==> config.mk <==
export PLATFORM = sky130hd
export DESIGN_NAME = pba_ctrl
export DESIGN_NICKNAME = d
export VERILOG_FILES = /design/src/hdl/pool_block_allocator_heap_defines.svh /design/src/hdl/pba_pkg.sv /design/src/hdl/pba_ctrl.sv
export SDC_FILE = /design/constraint.sdc
export NUM_CORES = 1
export LEC_CHECK = 0
export BUFFER_PORTS_ARGS = -buffer_cell sky130_fd_sc_hd__buf_2
export CORE_AREA = 2 2 39 41
export CTS_BUF_LIST = sky130_fd_sc_hd__clkbuf_2 sky130_fd_sc_hd__clkbuf_4 sky130_fd_sc_hd__clkbuf_8
export DETAILED_ROUTE_END_ITERATION = 8
export DIE_AREA = 0 0 41 43
export PLACE_DENSITY_LB_ADDON = 0.12
export REMOVE_ABC_BUFFERS = 1
export SLEW_MARGIN = 20
export SYNTH_ARGS = -nofsm -noshare
export SYNTH_HDL_FRONTEND = slang
export SYNTH_SLANG_ARGS = --single-unit
export TNS_END_PERCENT = 20
==> constraint.sdc <==
create_clock -name clk -period 2.8 [get_ports clk]
set_input_delay 0.56 -clock clk [delete_from_list [all_inputs] [get_ports clk]]
set_output_delay 0.56 -clock clk [all_outputs]
set_load 0.05 [all_outputs]
==> src/hdl/pool_block_allocator_heap_defines.svh <==
// Assertion macros shared by the pool block allocator RTL.
`ifndef POOL_BLOCK_ALLOCATOR_HEAP_DEFINES_SVH
`define POOL_BLOCK_ALLOCATOR_HEAP_DEFINES_SVH

// Consequent must hold in the same cycle as the antecedent.
`define PBA_ASSERT_NOW(name, ante, cons, msg) \
    name: assert property (@(posedge clk) disable iff (!rst_n) (ante) |-> (cons)) \
        else $error(msg);

// Consequent must hold in the cycle after the antecedent.
`define PBA_ASSERT_NEXT(name, ante, cons, msg) \
    name: assert property (@(posedge clk) disable iff (!rst_n) (ante) |=> (cons)) \
        else $error(msg);

`endif

==> src/hdl/pba_pkg.sv <==
// Package with widths, slot type, state and command types of the pool block allocator.
`default_nettype none

package pba_pkg;

    localparam int MAX_BLOCKS      = 64;
    localparam int BLOCK_GRANULE   = 4096;
    localparam int FIRST_BLOCK_MIN = 256;
    localparam int SIZE_BITS       = 24;
    localparam int ALIGN_BITS      = 13;
    localparam int CAP_BITS        = SIZE_BITS + 1;
    localparam int SLOT_BITS       = $clog2(MAX_BLOCKS);
    localparam int COUNT_BITS      = $clog2(MAX_BLOCKS + 1);
    localparam int ID_BITS         = 6;

    typedef struct packed {
        logic [CAP_BITS-1:0]  remaining;
        logic [CAP_BITS-1:0]  capacity;
        logic [SLOT_BITS-1:0] ident;
    } slot_t;

    typedef enum logic [3:0] {
        ST_IDLE,
        ST_START,
        ST_ROOT_EV,
        ST_SD_RD,
        ST_SD_EV,
        ST_ROOT2_RD,
        ST_ROOT2_EV,
        ST_SU_RD,
        ST_SU_EV,
        ST_DONE
    } state_t;

    typedef struct packed {
        logic load;
        logic make_first;
        logic rd_root;
        logic try_root;
        logic sd_begin;
        logic rd_kids;
        logic sd_eval;
        logic place;
        logic full_res;
        logic make_new;
        logic rd_up;
        logic su_eval;
        logic publish;
    } cmd_t;

    typedef struct packed {
        logic count_zero;
        logic root_fit;
        logic table_full;
        logic has_kid;
        logic sd_move;
        logic node_high;
        logic su_move;
        logic out_free;
    } status_t;

endpackage

`default_nettype wire

==> src/hdl/pba_ctrl.sv <==
// Controller state machine that sequences the root tries and heap sifts.
`default_nettype none

module pba_ctrl (
    input  wire logic             clk,
    input  wire logic             rst_n,
    input  wire logic             req_valid,
    output logic                  req_ready,
    input  wire pba_pkg::status_t sts,
    output pba_pkg::cmd_t         cmd
);
    import pba_pkg::*;

    state_t state_reg;
    state_t state_next;

    always_ff @(posedge clk or negedge rst_n)
    begin
        if (!rst_n)
        begin
            state_reg <= ST_IDLE;
        end
        else
        begin
            state_reg <= state_next;
        end
    end

    always_comb
    begin
        state_next = state_reg;
        cmd        = '0;
        req_ready  = 1'b0;
        unique case (state_reg)
            ST_IDLE:
            begin
                req_ready = 1'b1;
                if (req_valid)
                begin
                    cmd.load   = 1'b1;
                    state_next = ST_START;
                end
            end
            ST_START:
            begin
                if (sts.count_zero)
                begin
                    cmd.make_first = 1'b1;
                    state_next     = ST_DONE;
                end
                else
                begin
                    cmd.rd_root = 1'b1;
                    state_next  = ST_ROOT_EV;
                end
            end
            ST_ROOT_EV:
            begin
                cmd.try_root = 1'b1;
                if (sts.root_fit)
                begin
                    state_next = ST_DONE;
                end
                else
                begin
                    cmd.sd_begin = 1'b1;
                    state_next   = ST_SD_RD;
                end
            end
            ST_SD_RD:
            begin
                if (sts.has_kid)
                begin
                    cmd.rd_kids = 1'b1;
                    state_next  = ST_SD_EV;
                end
                else
                begin
                    cmd.place  = 1'b1;
                    state_next = ST_ROOT2_RD;
                end
            end
            ST_SD_EV:
            begin
                cmd.sd_eval = 1'b1;
                state_next  = sts.sd_move ? ST_SD_RD : ST_ROOT2_RD;
            end
            ST_ROOT2_RD:
            begin
                cmd.rd_root = 1'b1;
                state_next  = ST_ROOT2_EV;
            end
            ST_ROOT2_EV:
            begin
                cmd.try_root = 1'b1;
                priority if (sts.root_fit)
                begin
                    state_next = ST_DONE;
                end
                else if (sts.table_full)
                begin
                    cmd.full_res = 1'b1;
                    state_next   = ST_DONE;
                end
                else
                begin
                    cmd.make_new = 1'b1;
                    state_next   = ST_SU_RD;
                end
            end
            ST_SU_RD:
            begin
                if (sts.node_high)
                begin
                    cmd.rd_up  = 1'b1;
                    state_next = ST_SU_EV;
                end
                else
                begin
                    cmd.place  = 1'b1;
                    state_next = ST_DONE;
                end
            end
            ST_SU_EV:
            begin
                cmd.su_eval = 1'b1;
                state_next  = sts.su_move ? ST_SU_RD : ST_DONE;
            end
            ST_DONE:
            begin
                if (sts.out_free)
                begin
                    cmd.publish = 1'b1;
                    state_next  = ST_IDLE;
                end
            end
            default:
            begin
                state_next = ST_IDLE;
            end
        endcase
    end

endmodule

`default_nettype wire

==> results.py, run 1 <==
metrics = {
    "outcome": {
        "status": "finished clean",
    },
    "worst_setup_path": {
        "critPathTopFamily": "simple AND/OR/NAND/NOR gates",
        "crit_arrival_ns": 1.79,
        "endpoint_kind": "primary output",
        "required_ns": 2.24,
        "r2r_start": "state_reg[2]$_DFFE_PN0P_",
        "r2r_cells": 4,
        "rrSetupSlack_ns": 1.24,
        "slowest_delay_ns": 0.61,
        "path_cells": "nand2b_4, or4_4, inv_1, buf_2",
        "cp-start-kind": "flip-flop",
        "crit_buf_inv": 2,
        "r2r_end": "state_reg[3]$_DFFE_PN0P_",
        "path_class": "reg -> out",
        "cp_slowest_cell": "dfrtp_1",
        "crit_fanout": 14,
    },
    "finish": {
        "area_growth_pct": 25.7,
        "instances_no_fill": 101,
        "num-nets-final": 98,
        "drive_gt1_frac": 0.376,
        "largest_register_ffs": 4,
        "n_antenna_cell": 0,
        "n_fill_cell": 140,
    },
    "timing": {
        "fin_crit_ns": 2.35,
        "fin_crit_sh": 0.838,
        "hold_viol": 0,
        "tightest_slew_ns": 0.566,
        "setup_violations": 0,
        "layout_setup_ws_ns": 0.455,
        "slew_headroom": 0.623,
        "holdWs_ns": 0.117,
        "maxSlewViolCount": 0,
        "fin_skew_ns": 0.00439,
        "rsz0062_at_grt": "false",
        "tns_ns": 0,
        "fmax_mhz": 426,
    },
    "hold_path": {
        "worstHoldPathType": "in -> async",
    },
    "yosys": {
        "async_reset_ff_frac": 1.00,
        "yosys-top-cells-area": "dfrtp_1, nor4b_1, nand2b_1",
        "synth_area_per_cell_um2": 8.04,
        "synth.distinct_cells": 35,
        "ys_seq_area_frac": 0.198,
        "synth-edff-count": 0,
        "ys_ff_latch": 4,
        "synth_most_common_cell": "nor3_1",
        "ys.flop_type": "dfrtp_1",
        "synth_top_area_frac": 0.198,
        "synth_common_cells": "nor3_1, dfrtp_1, nand2b_1",
        "synth_cells": 63,
        "syn_area_um2": 507,
        "synth_warnings": 0,
        "synth_area_leader_cell": "dfrtp_1",
    },
    "power_and_ir_drop": {
        "p_per_area_mw_per_mm2": 1080,
        "pwr-share-clk": 0.105,
        "vdd_ir_drop_max_v": 0.000408,
        "power_leakage_nw": 0.317,
        "power_frac_comb": 0.643,
        "intPower_mw": 0.290,
        "p_sw_mw": 0.396,
        "p_seq_frac": 0.252,
        "switching_share": 0.578,
    },
    "global_route": {
        "antenna_found_initial": 0,
        "first_global_vias": 405,
        "grt_usage": 0.146,
        "grt_max_degree": 21,
        "grt_pass1_wl_um": 1800,
        "grt-ovfl-total": 0,
    },
    "placed_design": {
        "place_congestion": 0.714,
        "dpl.hpwl_um": 869,
        "post-place-ws_ns": 0.663,
        "port_buffers": 24,
        "placed_cells": 98,
    },
    "drt": {
        "drt-wirelength-per-cell_um": 11.8,
        "finalWirelength_um": 1200,
        "drc_errors": 0,
        "dr.pass1.iters": 4,
        "drt_iter0_drc": 6,
        "ant_nets": 0,
        "routed_via_density": 5.30,
        "dr_total_vias": 535,
    },
    "cts": {
        "h-tree-depth": 1,
        "cts_buffers": 3,
        "path_clk_slew_ns": 0.04,
        "cts_sinks": 4,
        "cts_tree": "yes",
        "cts_setup_buffers": 0,
        "cts_hold_buf": 0,
        "cts_resized": 0,
        "root_buffer": "clkbuf_4",
        "cts_buffer_depth": 2,
        "clock_latency_ns": 0.24,
    },
    "floorplanning": {
        "core_mm2": 0.00138,
        "die_h_um": 43,
        "rows": 14,
        "io_pins": 25,
        "die_area_mm2": 0.00176,
        "die_w_um": 41,
        "start_util": 0.366,
    },
    "flow_run": {
        "cap_violations": 0,
    },
}
[worst max-delay path by stage]
stage	start	to	slack [ns]	cells after the start
final	state_reg[1]$_DFFE_PN0P_	cmd[3]	0.45	4
after detailed placement	sts[6]	cmd[3]	0.66	5
after floorplan	state_reg[2]$_DFFE_PN0P_	cmd[5]	-0.97	2
after CTS	state_reg[1]$_DFFE_PN0P_	cmd[3]	0.44	4
after global routing	state_reg[0]$_DFFE_PN0P_	cmd[5]	0.27	3
after global placement	sts[6]	cmd[3]	0.68	5
[stage by stage]
| step | power, mW | area, µm² | util |
|---|---|---|---|
| after floorplan | 0.496 | 459 | - |
| after global placement | 0.619 | 614 | 0.444 |
| after global routing | 0.743 | 637 | 0.460 |
| final | 0.686 | 637 | 0.460 |
| after CTS | 0.692 | 637 | 0.460 |
| after detailed placement | 0.615 | 614 | 0.444 |
[final cells by class]
| type | count | area (µm²) | area share |
|---|---|---|---|
| clock buffer | 3 | 22.5 | 0.0354 |
| sequential | 4 | 100 | 0.157 |
| inverter | 3 | 11.3 | 0.0177 |
| timing repair buffer | 26 | 135 | 0.212 |
| tap | 16 | 20.0 | 0.0314 |
| multi-input combinational | 49 | 348 | 0.546 |
[power by group through the flow]
stage,registers [mW],logic (mW),clock network (mW)
floorplan,0.163,0.333,0
detailed placement,0.172,0.442,0
global placement,0.174,0.445,0
global route,0.184,0.480,0.0784
finish,0.173,0.441,0.0720
CTS,0.171,0.444,0.0768
[cells by family after synthesis]
| group | after synthesis | synth area share |
|---|---|---|
| flip-flops | 4 | 0.198 |
| AO/OA/AOI/OAI | 13 | 0.190 |
| multiplexers | 1 | 0.0198 |
| buffers and inverters | 10 | 0.116 |
| AND/OR/NAND/NOR | 35 | 0.477 |
[cell usage in the layout, fill, tap and decap left out]
master | synthesis | final
buf_2 | 2 | 24
nor3_1 | 5 | 5
nand2b_1 | 4 | 4
dfrtp_1 | 4 | 4
nor4_1 | 3 | 3
nor4b_1 | 3 | 3
inv_1 | 3 | 3
o21ai_0 | 3 | 3
clkbuf_4 | 0 | 3
nor2b_1 | 2 | 2
nand2_1 | 2 | 2
nor2_1 | 2 | 2
and2_1 | 2 | 2
nand3b_1 | 2 | 2
a211oi_1 | 2 | 2
a211o_1 | 2 | 2
buf_4 | 3 | 2
nand2b_4 | 1 | 1
or4_4 | 1 | 1
a2111oi_0 | 1 | 1
and4b_1 | 1 | 1
nand4bb_1 | 1 | 1
a21o_1 | 1 | 1
and3b_1 | 1 | 1
nor3b_1 | 1 | 1
or4_1 | 1 | 1
nand4_1 | 1 | 1
or3b_1 | 1 | 1
a21oi_1 | 1 | 1
or3_1 | 1 | 1
a22o_1 | 1 | 1
a31oi_1 | 1 | 1
mux2i_1 | 1 | 1
o211ai_2 | 1 | 1
[worst register-to-register path, cell delays in order, from the launching register on]
cell and delay, ns:
dfrtp_1 0.61, buf_4 0.24, nand2b_1 0.15, nor3_1 0.06
or3_1 0.37
[routing by layer]
layer,up-vias,global-route usage,routed length (µm)
met5,-,0,0
met4,0,0.0200,0
met3,0,0.0471,39
met2,12,0.194,534
met1,241,0.228,623
li1,282,-,-
(Power assumes the default switching activity.)
==> run 2: changes to the inputs <==
==> constraint.sdc (replaced) <==
create_clock -name clk -period 2.2 [get_ports clk]
set_input_delay 0.44 -clock clk [delete_from_list [all_inputs] [get_ports clk]]
set_output_delay 0.44 -clock clk [all_outputs]
set_load 0.05 [all_outputs]
==> run 2 against run 1 <==
Critical path depth down 1. Combinational power up 47%. First-iteration DRC count up 120%. Critical path type unchanged. Hold slack worse by 0.11 ns. Global-route usage up 1.6 points. Power up 32%. Cell count up 2.0%.
==> results.py, run 2 (synthesis gave the netlist of run 1 again) <==
metrics = {
    "outcome": {
        "status": "finished clean",
    },
    "timing": {
        "fin_crit_sh": 0.958,
        "maxSlewViolCount": 0,
        "fin_crit_ns": 2.11,
        "layout_setup_ws_ns": 0.0928,
        "fin_skew_ns": 0.00117,
        "holdWs_ns": 0.00410,
        "tightest_slew_ns": 0.381,
        "slew_headroom": 0.746,
        "rsz0062_at_grt": "false",
        "fmax_mhz": 475,
        "hold_viol": 0,
        "setup_violations": 0,
    },
    "cts": {
        "cts_tree": "yes",
        "cts_buffer_depth": 2,
        "root_buffer": "clkbuf_4",
        "clock_latency_ns": 0.23,
        "path_clk_slew_ns": 0.04,
        "h-tree-depth": 1,
        "cts_hold_buf": 0,
        "cts_sinks": 4,
        "cts_buffers": 3,
    },
    "power_and_ir_drop": {
        "pwr-share-clk": 0.099,
        "vdd_ir_drop_max_v": 0.000536,
        "p_seq_frac": 0.188,
        "power_frac_comb": 0.713,
        "power_leakage_nw": 0.328,
        "p_sw_mw": 0.513,
        "switching_share": 0.566,
        "p_per_area_mw_per_mm2": 1380,
        "intPower_mw": 0.394,
    },
    "floorplanning": {
        "die_h_um": 43,
        "rows": 14,
        "die_area_mm2": 0.00176,
        "die_w_um": 41,
        "start_util": 0.366,
        "core_mm2": 0.00138,
        "io_pins": 25,
    },
    "drt": {
        "ant_nets": 0,
        "routed_via_density": 5.46,
        "dr.pass1.iters": 4,
        "drt-wirelength-per-cell_um": 12.5,
        "drc_errors": 0,
        "finalWirelength_um": 1290,
        "drt_iter0_drc": 13,
        "dr_total_vias": 562,
    },
    "finish": {
        "final_common_cell": "buf_2",
        "drive_gt1_frac": 0.402,
        "n_antenna_cell": 0,
        "instances_no_fill": 103,
        "num-nets-final": 100,
        "final_cell_mix": "buf_2, nor3_1, nand2b_1, buf_4, dfrtp_1",
        "largest_register_ffs": 4,
        "area_growth_pct": 29.9,
    },
    "hold_path": {
        "worstHoldPathType": "in -> async",
    },
    "worst_setup_path": {
        "path_class": "reg -> out",
        "crit_fanout": 11,
        "required_ns": 1.76,
        "r2r_cells": 4,
        "cp-start-kind": "flip-flop",
        "endpoint_kind": "primary output",
        "crit_arrival_ns": 1.67,
    },
    "placed_design": {
        "post-place-ws_ns": 0.294,
        "place_congestion": 0.752,
        "dpl.hpwl_um": 980,
        "port_buffers": 24,
        "placed_cells": 100,
    },
    "global_route": {
        "grt_max_degree": 19,
        "first_global_vias": 467,
        "grt_usage": 0.162,
        "grt-ovfl-total": 0,
        "antenna_found_initial": 0,
        "grt_pass1_wl_um": 1990,
    },
    "flow_run": {
        "cap_violations": 0,
    },
}
[run 2: cell count changes in the layout (fill, tap and decap cells not counted)]
| cell | change |
|---|---|
| buf_4 | +2 |
| nor4_1 | -1 |
| nor4_2 | +1 |
[run 2: power by group through the flow]
stage	Clock (mW)	Sequential [mW]	Combinational, mW
final	0.0901	0.170	0.647
after global placement	0	0.166	0.643
after global routing	0.101	0.178	0.704
after detailed placement	0	0.168	0.641
after CTS	0.0937	0.168	0.642
after floorplan	0	0.207	0.424
[run 2: final cells by class]
cell class              count  area (µm²)
well taps                  16        20.0
flip-flops and latches      4         100
fillers                   142         726
clock buffers               3        22.5
inverters                   3        11.3
repair buffers             28         150
multi-input cells          49         354
[run 2: layer usage]
metal,vias up,part of all wire,global-route usage,wire length [µm]
li1,292,-,-,-
met1,256,0.50,0.223,641
met2,14,0.46,0.241,590
met3,0,0.041,0.0471,53
met4,0,0,0.0400,0
met5,-,0,0,0
[run 2: stage by stage]
step                power, mW  instance area [µm²]  utilization  setup TNS, ns
finish                  0.907                  658        0.476              0
global route            0.982                  658        0.476              0
CTS                     0.903                  652        0.471              0
detailed placement      0.809                  629        0.455              0
global placement        0.809                  629        0.455              0
floorplan               0.631                  459            -          -6.36
[run 2: path summary, 6_finish.rpt]
| kind | to | from | slack (ns) |
|---|---|---|---|
| hold reg to reg | state_reg[2]$_DFFE_PN0P_ | state_reg[3]$_DFFE_PN0P_ | 0.73 |
| setup / recovery | cmd[3] | state_reg[0]$_DFFE_PN0P_ | 0.09 |
| max in group asynchronous | state_reg[3]$_DFFE_PN0P_ | rst_n | 2.08 |
| hold / removal | state_reg[0]$_DFFE_PN0P_ | rst_n | 0.004 |
| min in group clk | state_reg[0]$_DFFE_PN0P_ | sts[2] | 0.54 |
| setup reg to reg | state_reg[3]$_DFFE_PN0P_ | state_reg[0]$_DFFE_PN0P_ | 0.70 |
[run 2: worst max-delay path, cell delays in order, from the launching register on]
cell and delay [ns]:
dfrtp_1 0.50, or4_4 0.61, inv_1 0.07, buf_2 0.25
[run 2: what timing repair did]
item	CTS	global route
endpoints found under the setup margin	0	1
gates resized for setup	0	1
setup buffers	0	0
==> run 3: changes to the inputs <==
--- a/config.mk
+++ b/config.mk
@@ -10,7 +10,7 @@
 export CTS_BUF_LIST = sky130_fd_sc_hd__clkbuf_2 sky130_fd_sc_hd__clkbuf_4 sky130_fd_sc_hd__clkbuf_8
 export DETAILED_ROUTE_END_ITERATION = 8
 export DIE_AREA = 0 0 41 43
-export PLACE_DENSITY_LB_ADDON = 0.12
+export PLACE_DENSITY = 0.65
 export REMOVE_ABC_BUFFERS = 1
 export SLEW_MARGIN = 20
 export SYNTH_ARGS = -nofsm -noshare
==> run 3 against run 2 <==
Sequential power is 10% higher. Critical path type unchanged. Global-route usage grew 0.40 points. Combinational power increased by 1%. First-iteration DRC count fell by 92%. Power grew 2.9%. Clock power increased by 3.8%. Fmax grew 2.3%. Worst setup slack improved by 0.048 ns. Die area is the same. Non-clock buffer count increased by 4.
==> results.py, run 3 (synthesis gave the netlist of run 1 again) <==
metrics = {
    "outcome": {
        "status": "finished clean",
    },
    "cts": {
        "cts_setup_buffers": 0,
        "cts_buffer_depth": 2,
        "path_clk_slew_ns": 0.04,
        "h-tree-depth": 1,
        "cts_buffers": 3,
        "cts_tree": "yes",
        "root_buffer": "clkbuf_4",
        "cts_sinks": 4,
        "clock_latency_ns": 0.24,
    },
    "worst_setup_path": {
        "cp_slowest_cell": "or4_4",
        "path_cells": "nand2b_4, or4_4, inv_1, buf_2",
        "crit_arrival_ns": 1.62,
        "slowest_delay_ns": 0.50,
        "endpoint_kind": "primary output",
        "crit_fanout": 6,
        "cp-start-kind": "flip-flop",
        "required_ns": 1.76,
        "path_class": "reg -> out",
    },
    "power_and_ir_drop": {
        "vdd_ir_drop_max_v": 0.000523,
        "power_leakage_nw": 0.344,
        "p_per_area_mw_per_mm2": 1360,
        "power_mw": 0.934,
    },
    "placed_design": {
        "port_buffers": 24,
        "place_congestion": 0.736,
        "postPlaceCellArea_um2": 652,
        "dpl.hpwl_um": 1010,
        "placed_cells": 103,
    },
    "finish": {
        "n_antenna_cell": 0,
        "num-nets-final": 104,
        "postLayoutCoreUtil": 0.496,
        "largest_register_ffs": 4,
        "final_cell_mix": "buf_2, buf_4, nor3_1, nand2b_1",
        "final_common_cell": "buf_2",
        "drive_gt1_frac": 0.429,
        "instances_no_fill": 107,
        "area_growth_pct": 35.6,
        "finalInstanceArea_um2": 687,
        "n_fill_cell": 142,
    },
    "timing": {
        "slew_headroom": 0.742,
        "fin_skew_ns": 0.00514,
        "setup_violations": 0,
        "fin_crit_sh": 0.936,
        "maxSlewViolCount": 0,
        "fmax_mhz": 486,
        "hold_viol": 0,
        "fin_crit_ns": 2.06,
        "rsz0062_at_grt": "false",
        "tightest_slew_ns": 0.383,
    },
    "floorplanning": {
        "io_pins": 25,
        "start_util": 0.366,
        "die_w_um": 41,
        "die_area_mm2": 0.00176,
        "core_mm2": 0.00138,
        "rows": 14,
        "die_h_um": 43,
    },
    "drt": {
        "drc_errors": 0,
        "dr_total_vias": 564,
        "drt-wirelength-per-cell_um": 12.2,
        "drt_iter0_drc": 1,
        "dr.pass1.iters": 4,
        "ant_nets": 0,
        "finalWirelength_um": 1310,
        "routed_via_density": 5.27,
    },
    "global_route": {
        "grt_max_degree": 15,
        "antenna_found_initial": 0,
        "grt-ovfl-total": 0,
        "first_global_vias": 500,
        "grt_usage": 0.166,
        "grt_pass1_wl_um": 2050,
    },
    "hold_path": {
        "worstHoldPathType": "in -> async",
    },
    "flow_run": {
        "cap_violations": 0,
    },
}
-- run 3: changes by cell type in the layout (fill, tap and decap cells not counted) --
cell and change:
buf_4 +3, dfrtp_1 -2, dfrtp_2 +2, dlygate4sd3_1 +1, nor4_1 +1, nor4_2 -1
-- run 3: path summary, 6_finish.rpt --
path | start | end | slack [ns] | depth (start not counted)
min in group clk | sts[2] | state_reg[0]$_DFFE_PN0P_ | 0.54 | 3
max in group asynchronous | rst_n | state_reg[2]$_DFFE_PN0P_ | 1.54 | 2
worst min-delay path | rst_n | state_reg[1]$_DFFE_PN0P_ | 0.53 | 2
worst max register to register | state_reg[0]$_DFFE_PN0P_ | state_reg[3]$_DFFE_PN0P_ | 0.84 | 4
worst min register to register | state_reg[3]$_DFFE_PN0P_ | state_reg[2]$_DFFE_PN0P_ | 0.69 | 2
worst max-delay path | state_reg[3]$_DFFE_PN0P_ | cmd[3] | 0.14 | 4
-- run 3: area by class of cell --
type                       count  area, µm²  share of cell area
clock buffer                   3       22.5              0.0328
sequential                     4        103               0.149
inverter                       3       11.3              0.0164
timing repair buffer          32        183               0.266
tap                           16       20.0              0.0291
multi-input combinational     49        348               0.506
-- run 3: per-layer routing --
layer | part of all wire | vias to the layer above | global-route usage | wire length, µm
met5 | 0 | - | 0 | 0
met4 | 0 | 0 | 0.0200 | 0
met2 | 0.46 | 13 | 0.256 | 601
li1 | - | 295 | - | -
met1 | 0.49 | 256 | 0.217 | 642
met3 | 0.050 | 0 | 0.0681 | 65
-- run 3: what timing repair did --
item,CTS,global route
endpoints found under the hold margin,4,0
endpoints found under the setup margin,0,2
gates resized for setup,0,2
hold buffers,1,0
-- run 3: critical path, delay by kind of cell, from the launching register on --
kind | cells | cell delay, ns
flops | 1 | 0.40
simple gates | 2 | 0.67
buf+inv | 2 | 0.31
-- run 3: through the flow --
stage	setup TNS, ns	setup WS, ns	hold slack (ns)
after floorplan	-6.36	-1.45	0.144
after global placement	0	0.314	0.248
after detailed placement	0	0.299	0.248
after CTS	0	0.0437	0.537
after global routing	0	0.0294	0.543
final	0	0.141	0.533
-- run 3: report_power, final --
part | total [mW] | switching [mW] | internal [mW]
clock | 0.0935 | 0.0324 | 0.0612
combinational | 0.654 | 0.408 | 0.246
sequential | 0.187 | 0.0784 | 0.108
